===== src/sv/givens_rotation_macros.svh =====
// Assertion helpers shared by the rotation RTL.
// Each macro expects clk and arst_n in the scope where it is used.
`ifndef GIVENS_ROTATION_MACROS_SVH
`define GIVENS_ROTATION_MACROS_SVH

// same-cycle implication
`define GR_ASSERT_NOW(lbl, ante, cons, msg) \
	lbl: assert property (@(posedge clk) disable iff (!arst_n) (ante) |-> (cons)) \
		else $error(msg);

// next-cycle implication
`define GR_ASSERT_NEXT(lbl, ante, cons, msg) \
	lbl: assert property (@(posedge clk) disable iff (!arst_n) (ante) |=> (cons)) \
		else $error(msg);

`endif


===== src/sv/gr_divider.sv =====
// ----------------------------------------------------------------------------
// gr_divider
// Pipelined restoring divider: quo = floor(num * 2^(2W) / den), for num <= den.
// One quotient bit per stage, side bits travel alongside.
// ----------------------------------------------------------------------------
module gr_divider #(
	parameter int W      = 16,
	parameter int SIDE_W = 1
) (
	input  logic              clk,
	input  logic              arst_n,
	input  logic              in_valid,
	input  logic [2*W-1:0]    num,
	input  logic [2*W-1:0]    den,
	input  logic [SIDE_W-1:0] side_in,
	output logic              out_valid,
	output logic [2*W:0]      quo,
	output logic [SIDE_W-1:0] side_out
);
	localparam int STAGES = 2 * W + 1;

	logic [STAGES:0] valid_s;
	logic [2*W-1:0]  rem_s  [0:STAGES];
	logic [2*W-1:0]  den_s  [0:STAGES];
	logic [2*W:0]    quo_s  [0:STAGES];
	logic [SIDE_W-1:0] side_s [0:STAGES];

	assign valid_s[0] = in_valid;
	assign rem_s[0]   = num;
	assign den_s[0]   = den;
	assign quo_s[0]   = '0;
	assign side_s[0]  = side_in;

	for (genvar k = 0; k < STAGES; k++) begin : g_stage
		logic [2*W:0] cand;
		logic [2*W:0] diff;
		logic         take;

		if (k == 0) begin : g_first
			assign cand = {1'b0, rem_s[k]};
		end else begin : g_next
			assign cand = {rem_s[k], 1'b0};
		end

		assign take = cand >= {1'b0, den_s[k]};
		assign diff = cand - {1'b0, den_s[k]};

		always_ff @(posedge clk or negedge arst_n) begin
			if (!arst_n) begin
				valid_s[k+1] <= 1'b0;
			end else begin
				valid_s[k+1] <= valid_s[k];
			end
		end

		always_ff @(posedge clk) begin
			rem_s[k+1]  <= take ? diff[2*W-1:0] : cand[2*W-1:0];
			den_s[k+1]  <= den_s[k];
			quo_s[k+1]  <= {quo_s[k][2*W-1:0], take};
			side_s[k+1] <= side_s[k];
		end
	end

	assign out_valid = valid_s[STAGES];
	assign quo       = quo_s[STAGES];
	assign side_out  = side_s[STAGES];
endmodule


===== config.mk =====
export PLATFORM = sky130hd
export DESIGN_NAME = gr_divider
export DESIGN_NICKNAME = d
export VERILOG_FILES = /design/src/sv/givens_rotation_macros.svh /design/src/sv/gr_divider.sv
export SDC_FILE = /design/constraint.sdc
export NUM_CORES = 2
export LEC_CHECK = 0
export BUFFER_PORTS_ARGS = -buffer_cell sky130_fd_sc_hd__buf_2
export CAP_MARGIN = 20
export CORE_ASPECT_RATIO = 1.4
export CORE_MARGIN = 1.5
export CORE_UTILIZATION = 31
export CTS_CLUSTER_SIZE = 30
export DETAILED_ROUTE_END_ITERATION = 12
export PLACE_DENSITY_LB_ADDON = 0.12
export SETUP_SLACK_MARGIN = 0.1
export SYNTH_ARGS = -nofsm -noshare
export SYNTH_HDL_FRONTEND = slang
export SYNTH_SLANG_ARGS = --single-unit

===== constraint.sdc =====
create_clock -name clk -period 4.7 [get_ports clk]
set_clock_uncertainty 0.2 [all_clocks]
set_input_delay 0.47 -clock clk [delete_from_list [all_inputs] [get_ports clk]]
set_output_delay 0.47 -clock clk [all_outputs]
set_load 0.005 [all_outputs]

==> flow_summary.yaml <==
run_status:
  run_status: "complete, no violations"
clock_tree:
  cts_tree: "yes"
  cts.path.max_buffers: 4
  clockRootBuffer: "clkbuf_16"
  clock_sinks: 2675
  clock_latency_ps: 950
  cts-buffers-inserted: 293
  cts.htree.levels: 5
  cts.clk_slew.worst_paths_ps: 60
placed_design:
  placed_area_sq_um: 126600
  hpwl_um: 276100
  numPortBuffers: 102
  dpl.cell_count: 17700
  gp_congestion: 0.8925
synthesis:
  ys_top_cells_by_area: "dfxtp_1, ha_1, o21ai_0"
  synth_nets: 13870
  yosys_register_bits: 2675
  yosysWarnings: 0
  synth_cell_type_count: 89
  netlist_area_sq_um: 119300
  syn_avg_cell_area_sq_um: 9.382
  synth-edff-count: 0
  ys_async_sr_fraction_pct: 1.234
  yosysTopAreaCellShare_pct: 44.35
  seq_area_frac_synth_pct: 45.04
  yosysTopAreaCell: "dfxtp_1"
  syn_inst: 12710
  ys.flop_type: "dfxtp_1"
setup_path:
  crit_type: "register to register"
  r2r_end: "g_stage[2].cand[4]$_DFF_P_"
  crit_path_max_fanout: 32
  reg2reg_slack_ps: 230
  critPathTopFamily: "compound AO/OA/AOI/OAI gates"
  slowest_delay_ps: 450
  r2r_cells: 14
  worstPathArrival_ps: 5060
  cp_num_cells: 14
  crit_slowest_cell: "nor3_1"
  cp.buffers_inverters: 2
  r2r-start: "den_s[1025]$_DFF_P_"
  required_ps: 5290
  crit_path_end_kind: "register"
  crit_path_start: "den_s[1025]$_DFF_P_"
  crit_top_cell: "nor3_1"
  worstSetupEndpoint: "g_stage[2].cand[4]$_DFF_P_"
  start_kind: "register"
  cp_cell_sequence: "inv_1 > ha_1 > nor2b_1 > o31a_1 > o31ai_1 > a31oi_1 > a221o_1 > a221oi_2 > nor3_1 > nor3_1 > o41ai_1 > a31oi_4 > buf_12 > mux2_2"
timing:
  drv_slew: 0
  period_minus_slack_ps: 4470
  fmax_mhz: 223.7
  finalSetupViolations: 0
  slew_headroom_pct: 33.85
  rsz0062_at_grt: "no"
  hold_violations: 0
  tightestPinTransition_ps: 979.4
  fin_crit_sh_pct: 95.10
floorplan:
  dieArea_sq_um: 388500
  core-area_sq_um: 383000
  io_pins: 103
  die_h_um: 736.9
  start_util_pct: 31.14
  std_cell_rows: 269
  die_x_um: 527.2
cells_and_area:
  n_fill_cell: 38470
  final_area_sq_um: 137700
  fin_util_pct: 35.96
  layout.nets: 14250
  layout-drive-gt1-share_pct: 8.711
  stdcell_count: 18330
  area_growth_pct: 15.49
routing:
  vias: 88280
  drc: 0
  wl_um: 339900
  ant_nets: 0
  drt-vias-per-instance: 4.815
  wire_per_inst_um: 18.54
  drtIter0Drc: 3787
  firstDrtPassIters: 7
power:
  power.total_mw: 112.6
  ir_drop_v: 0.0003353
  p_per_area_nw_per_um2: 817.8
  power_leakage_nw: 63.45
global_route:
  grt_max_degree: 63
  grt_pass1_wl_um: 525000
  grtUsageTotal_pct: 17.15
  grt_overflow_total: 0
  antenna_found_initial: 3
  grt_pass1_vias: 92420
hold_path:
  min-delay-start: "side_s[1]$_DFF_P_"
  hp-class: "register to register"
flow_run:
  drv_cap: 0
## cell usage after synthesis (135+ instances only)
library cell	count
mux2_2	289
xnor2_1	468
o21ai_0	1034
ha_1	1055
a21oi_1	886
inv_1	1310
nor2_1	540
dfxtp_1	2642
nand4_1	135
nand2_1	1061
nand3_1	192
clkbuf_1	209
nand2b_1	199
a21o_1	540
xor2_1	395
nor2b_1	174
## how the worst min path moves through the flow
stage,endpoint,slack [ps],cells past startpoint
final,side_out$_DFF_P_,100,0
after detailed placement,quo[8]$_DFF_P_,110,0
after CTS,g_stage[1].cand[7]$_DFF_P_,9,4
after global placement,quo_s[48]$_DFF_P_,110,0
after global routing,g_stage[1].cand[1]$_DFF_P_,90,4
after floorplan,out_valid$_DFF_PN0_,-30,0
## per-stage QoR
stage,hold slack (ps),setup TNS [ps],setup slack (ps)
after floorplan,-25.59,0,1005
after global placement,109.6,-2067,-196.6
after detailed placement,112.1,0,177.1
after CTS,8.725,0,143.7
after global routing,93.20,0,105.2
final,99.64,0,230.4
## power by group
part	internal (mW)	leakage [nW]	switching (mW)
Combinational	23.6	36.0	30.2
Clock	14.1	4.83	9.51
Sequential	30.7	22.7	4.50
Total	68.4	63.4	44.2
## kinds of logic after synthesis
family,synth area share (%)
buffers and inverters,5.230
XOR/XNOR,6.338
AND/OR/NAND/NOR,10.88
adder cells (fa/ha/maj),11.61
AO/OA/AOI/OAI,17.61
multiplexers,3.295
flip-flops,45.04
## layout by cell type (no fill, tap or decap), types with 174 or more instances in the layout
cell type     n
dfxtp_1    2642
nor2_1      540
nand2b_1    199
nor2b_1     174
xnor2_1     468
ha_1       1055
o21ai_0    1033
a21o_1      540
nand3_1     191
a21oi_1     881
mux2_2      289
clkbuf_16   305
inv_1      1310
nand2_1    1060
xor2_1      395
## flip-flops by register name, indices dropped and copies added, names as in the netlist
register,flops
valid_s,32
quo,33
quo_s,528
side_out,1
g_stage.cand,1024
side_s,32
den_s,1024
out_valid,1
## metal layers
| layer | vias to the layer above | track usage, % | wire [um] |
|---|---|---|---|
| met3 | 673 | 2.042 | 8549 |
| met5 | - | 0 | 0 |
| met1 | 41680 | 16.50 | 123700 |
| li1 | 44610 | - | - |
| met4 | 0 | 8.363 | 17700 |
| met2 | 1318 | 35.17 | 189900 |
## area by class of cell
cell class / count / area [sq um] / area share (%)
Clock buffer: 409 / 8563 / 6.217
Multi-Input combinational cell: 8431 / 59630 / 43.29
Antenna cell: 4 / 10.01 / 0.007267
Inverter: 1310 / 4917 / 3.570
Tap cell: 5013 / 6272 / 4.554
Timing Repair Buffer: 388 / 3323 / 2.413
Clock inverter: 104 / 1303 / 0.9457
Sequential cell: 2675 / 53720 / 39.00
## what timing repair did
| action | in CTS | in global routing |
|---|---|---|
| setup buffers | 0 | 0 |
| resized for setup | 0 | 9 |
| endpoints found under the hold margin | 99 | 0 |
| hold buffers | 118 | 0 |
| setup endpoints to repair | 0 | 114 |
No activity file was read; power rests on OpenSTA's default activity.
