===== src/sv/givens_rotation_macros.svh =====
// Assertion helpers shared by the rotation RTL.
// Each macro expects clk and arst_n in the scope where it is used.
`ifndef GIVENS_ROTATION_MACROS_SVH
`define GIVENS_ROTATION_MACROS_SVH

// same-cycle implication
`define GR_ASSERT_NOW(lbl, ante, cons, msg) \
	lbl: assert property (@(posedge clk) disable iff (!arst_n) (ante) |-> (cons)) \
		else $error(msg);

// next-cycle implication
`define GR_ASSERT_NEXT(lbl, ante, cons, msg) \
	lbl: assert property (@(posedge clk) disable iff (!arst_n) (ante) |=> (cons)) \
		else $error(msg);

`endif


===== src/sv/gr_isqrt.sv =====
// ----------------------------------------------------------------------------
// gr_isqrt
// Pipelined digit-by-digit integer square root, floor(sqrt(rad)).
// One root bit per stage, side bits travel alongside.
// ----------------------------------------------------------------------------
module gr_isqrt #(
	parameter int IN_W   = 34,
	parameter int SIDE_W = 1
) (
	input  logic                clk,
	input  logic                arst_n,
	input  logic                in_valid,
	input  logic [IN_W-1:0]     rad,
	input  logic [SIDE_W-1:0]   side_in,
	output logic                out_valid,
	output logic [IN_W/2-1:0]   root,
	output logic [SIDE_W-1:0]   side_out
);
	localparam int OUT_W = IN_W / 2;

	logic [OUT_W:0]      valid_s;
	logic [IN_W-1:0]     rad_s  [0:OUT_W];
	logic [OUT_W:0]      rem_s  [0:OUT_W];
	logic [OUT_W-1:0]    root_s [0:OUT_W];
	logic [SIDE_W-1:0]   side_s [0:OUT_W];

	assign valid_s[0] = in_valid;
	assign rad_s[0]   = rad;
	assign rem_s[0]   = '0;
	assign root_s[0]  = '0;
	assign side_s[0]  = side_in;

	for (genvar k = 0; k < OUT_W; k++) begin : g_stage
		logic [OUT_W+2:0] cur;
		logic [OUT_W+2:0] trial;
		logic [OUT_W+2:0] diff;
		logic             take;

		// bring down the next two radicand bits
		assign cur   = {rem_s[k], rad_s[k][IN_W-1 -: 2]};
		assign trial = {1'b0, root_s[k], 2'b01};
		assign take  = cur >= trial;
		assign diff  = cur - trial;

		always_ff @(posedge clk or negedge arst_n) begin
			if (!arst_n) begin
				valid_s[k+1] <= 1'b0;
			end else begin
				valid_s[k+1] <= valid_s[k];
			end
		end

		always_ff @(posedge clk) begin
			rad_s[k+1]  <= rad_s[k] << 2;
			rem_s[k+1]  <= take ? diff[OUT_W:0] : cur[OUT_W:0];
			root_s[k+1] <= {root_s[k][OUT_W-2:0], take};
			side_s[k+1] <= side_s[k];
		end
	end

	assign out_valid = valid_s[OUT_W];
	assign root      = root_s[OUT_W];
	assign side_out  = side_s[OUT_W];
endmodule


===== config.mk =====
export PLATFORM = sky130hd
export DESIGN_NAME = gr_isqrt
export DESIGN_NICKNAME = d
export VERILOG_FILES = /design/src/sv/givens_rotation_macros.svh /design/src/sv/gr_isqrt.sv
export SDC_FILE = /design/constraint.sdc
export NUM_CORES = 1
export LEC_CHECK = 0
export ABC_AREA = 1
export BUFFER_PORTS_ARGS = -buffer_cell sky130_fd_sc_hd__clkbuf_2
export CORE_AREA = 4 4 277 346
export DETAILED_ROUTE_END_ITERATION = 10
export DIE_AREA = 0 0 281 350
export PLACE_DENSITY = 0.43
export SYNTH_ARGS = -nofsm -noshare
export SYNTH_HDL_FRONTEND = slang
export SYNTH_SLANG_ARGS = --single-unit

===== constraint.sdc =====
create_clock -name clk -period 3.2 [get_ports clk]
set_input_delay 0.96 -clock clk [delete_from_list [all_inputs] [get_ports clk]]
set_output_delay 0.96 -clock clk [all_outputs]
set_load 0.02 [all_outputs]

==> summary.md <==
| Metric | Value |
|---|---|
| Status | completed |
| Area contributors post-synth | dfxtp_1 48%, nand2_1 14%, ha_1 7.3%, inv_1 7.0%, nor2_1 3.9% |
| Filler cells | about 10000 |
| Final nets | 4034 |
| Slew headroom | 42.1% |
| Seq pwr share | 41.9% |
| Synthesized cell area | about 30000 um^2 |
| Buffer depth of the longest clock path | 3 |
| Largest net degree at the start of global routing | 26 |
| Main flop type after synthesis | dfxtp_1 |
| Post-synthesis async set-or-reset flop share | 2.34% |
| Most common cell in the netlist | nand2_1 |
| CTS tree | done |
| Via count | 22034 |
| Root buffer cell | clkbuf_16 |
| Post-CTS sizing | 0 |
| Final hold vios | 0 |
| Worst setup margin | 0.773 ns |
| Worst-Margin Slew | 0.866 ns |
| Final Max Slew Viols | 0 |
| Fin crit share | 75.9% |
| FMAX | a little over 400 MHz |
| Max_cap viols | 0 |
| Grt ovf | 0 |
| YS warnings | 0 |
| Switch Pwr | 9.60 mW |
| Mux share of post-synthesis cell area | 0% |
| Register bit total from synthesis | between 700 and 800 |
| RD Place Congestion | around 0.86 |
| CTS sink count | 727 |
| Post-route ant nets | 0 |
| Crit Path Max Fanout | 25 |
| Cell-internal power | 18.9 mW |
| Logic gate share of total power | 24.7% |
| PwrDens | 845 nW/um^2 |
| Vias in the first global route | 21960 |
| Antenna violations before repair | 0 |
| Clock power share | roughly a third |
| Routed vias/inst | 4.33 |
| Worst endpoint data arrival time | 2.97 ns |
| EDFF count, synth | 0 |
| Share of layout cells above drive strength 1 | 7.23% |
| WP data required | 3.74 ns |
| Worst R2R Start | g_stage[14].trial[6]$_DFF_P_ |
| CTS hold repair buffers | 0 |
| Die X | 281 um |
| Top post-synthesis cells by count | 1097 x nand2_1, 710 x dfxtp_1, 545 x inv_1, 304 x nor2_1, 205 x nand3_1 |
| Clk_lat worst skew | roughly 0.64 ns |
| Post-synthesis net count | 3923 |
| Post-Route WL | 72500 um |
| Top cell type's share of synthesized area | 48.3% |
| Post-synthesis xor/xnor area fraction | 3.28% |
| Lkg Pwr | 17.4 nW |
| # DRC | 0 |
| Io pins | 57 |
| Critical R2R Capture | g_stage[15].cur[10]$_DFF_P_ |
| Drt pass-1 iters | 7 |
| Compound-gate portion of the synthesized area | approximately 5.9% |
| Crit path launch type | register |
| Initial DRC Count | 988 |
| CP Class | register to register |
| Avg Inst Size Synth | 7.92 um^2 |
| Minimum clock period | 2.43 ns |
| Row Count | 125 |
| HP Class | primary input to async pin |
| First-pass GRT wire length | 116000 um |
| Starting density of the core | roughly a third |
| Max VDD drop | 463 uV |
| Crit. End Element | register |
| Dpl hpwl | 57700 um |
| Tot Pwr | approximately 29 mW |
| Switching Fraction | approximately a third |
| Htree depth | 3 |
| CTS clk-pin slew, worst paths | 0.06 ns |
| CTS buffer count | between 70 and 80 |
| Worst Skew | 0.0361 ns |
| # diodes | 0 |
| Core area | 92700 um^2 |
| Final Setup Violations | 0 |
| Simple-gate share of the synthesized area | 25.8% |
| R2R setup slack | 0.77 ns |
| Reg2Reg Depth | 11 |
| Setup bufs post-CTS | 0 |
| Largest family of logic cells by synthesized area | simple AND/OR/NAND/NOR gates |
| Number of port buffers | 56 |
| Die area | roughly 98000 um^2 |
| Die height | 350 um |
| Leading area contributor after synthesis | dfxtp_1 |
| DR WL/cell | 14.2 um |
| Setup_tns | 0 ns |
| Unique masters post-synth | 45 |
| Seq/Total Area, Yosys | 49.8% |
| Post-place setup slack | roughly 0.76 ns |
| Synthesized instance count | between 3000 and 4000 |
| RSZ-0062 raised after global routing | false |
| Adder-cell share of the synthesized area | 7.27% |
| GRT Total Usage | 14.8% |
| Area Overhead vs Synth | 14.8% |
==> power by group through the flow <==
stage / Clock, mW / Combinational [mW] / Sequential (mW)
5_1_grt: 10.3 / 8.13 / 12.1
3_3_place_gp: 0 / 7.12 / 12.2
3_5_place_dp: 0 / 7.08 / 12.2
6_report: 9.53 / 7.05 / 11.9
2_1_floorplan: 0 / 5.41 / 11.6
4_1_cts: 9.93 / 7.12 / 12.0
==> layout by cell type (no fill, tap or decap), types with 27 or more instances in the layout <==
cell       synthesis  final
nand3_1          205    205
xor2_1            71     71
nand2_1         1097   1097
nand3b_1          38     38
o21ai_0           94     94
nor2_1           304    304
clkbuf_16          0     79
nand4_1           41     41
clkbuf_2           0     56
nand2_2           27     27
o21ai_1           31     31
inv_1            545    545
a21oi_1          164    164
ha_1             171    171
nor3_1            36     36
xnor2_1           39     39
dfxtp_1          710    710
==> layer usage <==
layer / wire length, um / GRT usage, %
met1: 32700 / 18.3
met5: 0 / 0
met4: 1950 / 4.96
met3: 2580 / 2.31
met2: 35200 / 26.2
==> worst max-delay path by stage <==
stage | endpoint | slack (ns) | from
final | g_stage[15].cur[10]$_DFF_P_ | 0.77 | g_stage[14].trial[6]$_DFF_P_
after global routing | g_stage[15].cur[8]$_DFF_P_ | 0.53 | g_stage[14].trial[6]$_DFF_P_
after CTS | g_stage[15].cur[10]$_DFF_P_ | 0.72 | g_stage[14].trial[6]$_DFF_P_
after detailed placement | g_stage[15].cur[10]$_DFF_P_ | 0.76 | g_stage[14].trial[6]$_DFF_P_
after global placement | g_stage[12].cur[19]$_DFF_P_ | 0.72 | g_stage[11].trial[12]$_DFF_P_
after floorplan | g_stage[2].cur[2]$_DFF_P_ | 1.47 | g_stage[1].trial[2]$_DFF_P_
==> through the flow <==
step | utilization (%) | cell area (um^2) | std cells | hold slack, ns
after global routing | 36.4 | 33700 | 5093 | 0.222
after global placement | 33.4 | 31000 | 4951 | 0.310
after CTS | 36.4 | 33700 | 5093 | 0.198
after floorplan | - | 29400 | 3714 | 0.310
after detailed placement | 33.4 | 31000 | 4951 | 0.312
final | 36.4 | 33700 | 5093 | 0.239
==> registers in the layout, summed over array words and instances (netlist names) <==
name and cells:
rad_s 240, out_valid 1, g_stage.trial 136, valid_s 16, side_out 1, root 17
g_stage.cur 300, side_s 16
==> cell type report <==
| type | count | area, um^2 | area share (%) |
|---|---|---|---|
| Sequential cell | 727 | 14600 | 43.4 |
| Multi-Input combinational cell | 2399 | 12400 | 36.8 |
| Clock buffer | 102 | 2160 | 6.41 |
| Inverter | 559 | 2100 | 6.22 |
| Tap cell | 1206 | 1510 | 4.47 |
| Clock inverter | 40 | 606 | 1.79 |
| Timing Repair Buffer | 60 | 310 | 0.919 |
==> cells by family after synthesis <==
logic type	Yosys count
fa+ha+maj	171
simple gates	1794
compound gates	323
xor+xnor	110
buf+inv	588
other cells	1
flops	727
==> critical path: stages (launching register included) <==
cell and delay [ns]:
dfxtp_1 0.40, inv_1 0.06, ha_1 0.36, nand2_2 0.13
inv_1 0.04, a21oi_1 0.20, nand2_1 0.15, nand2_2 0.12
nand2_2 0.08, nor2_4 0.49, nand2_1 0.13, o21ai_1 0.16
Power figures use the tool's default switching activity.
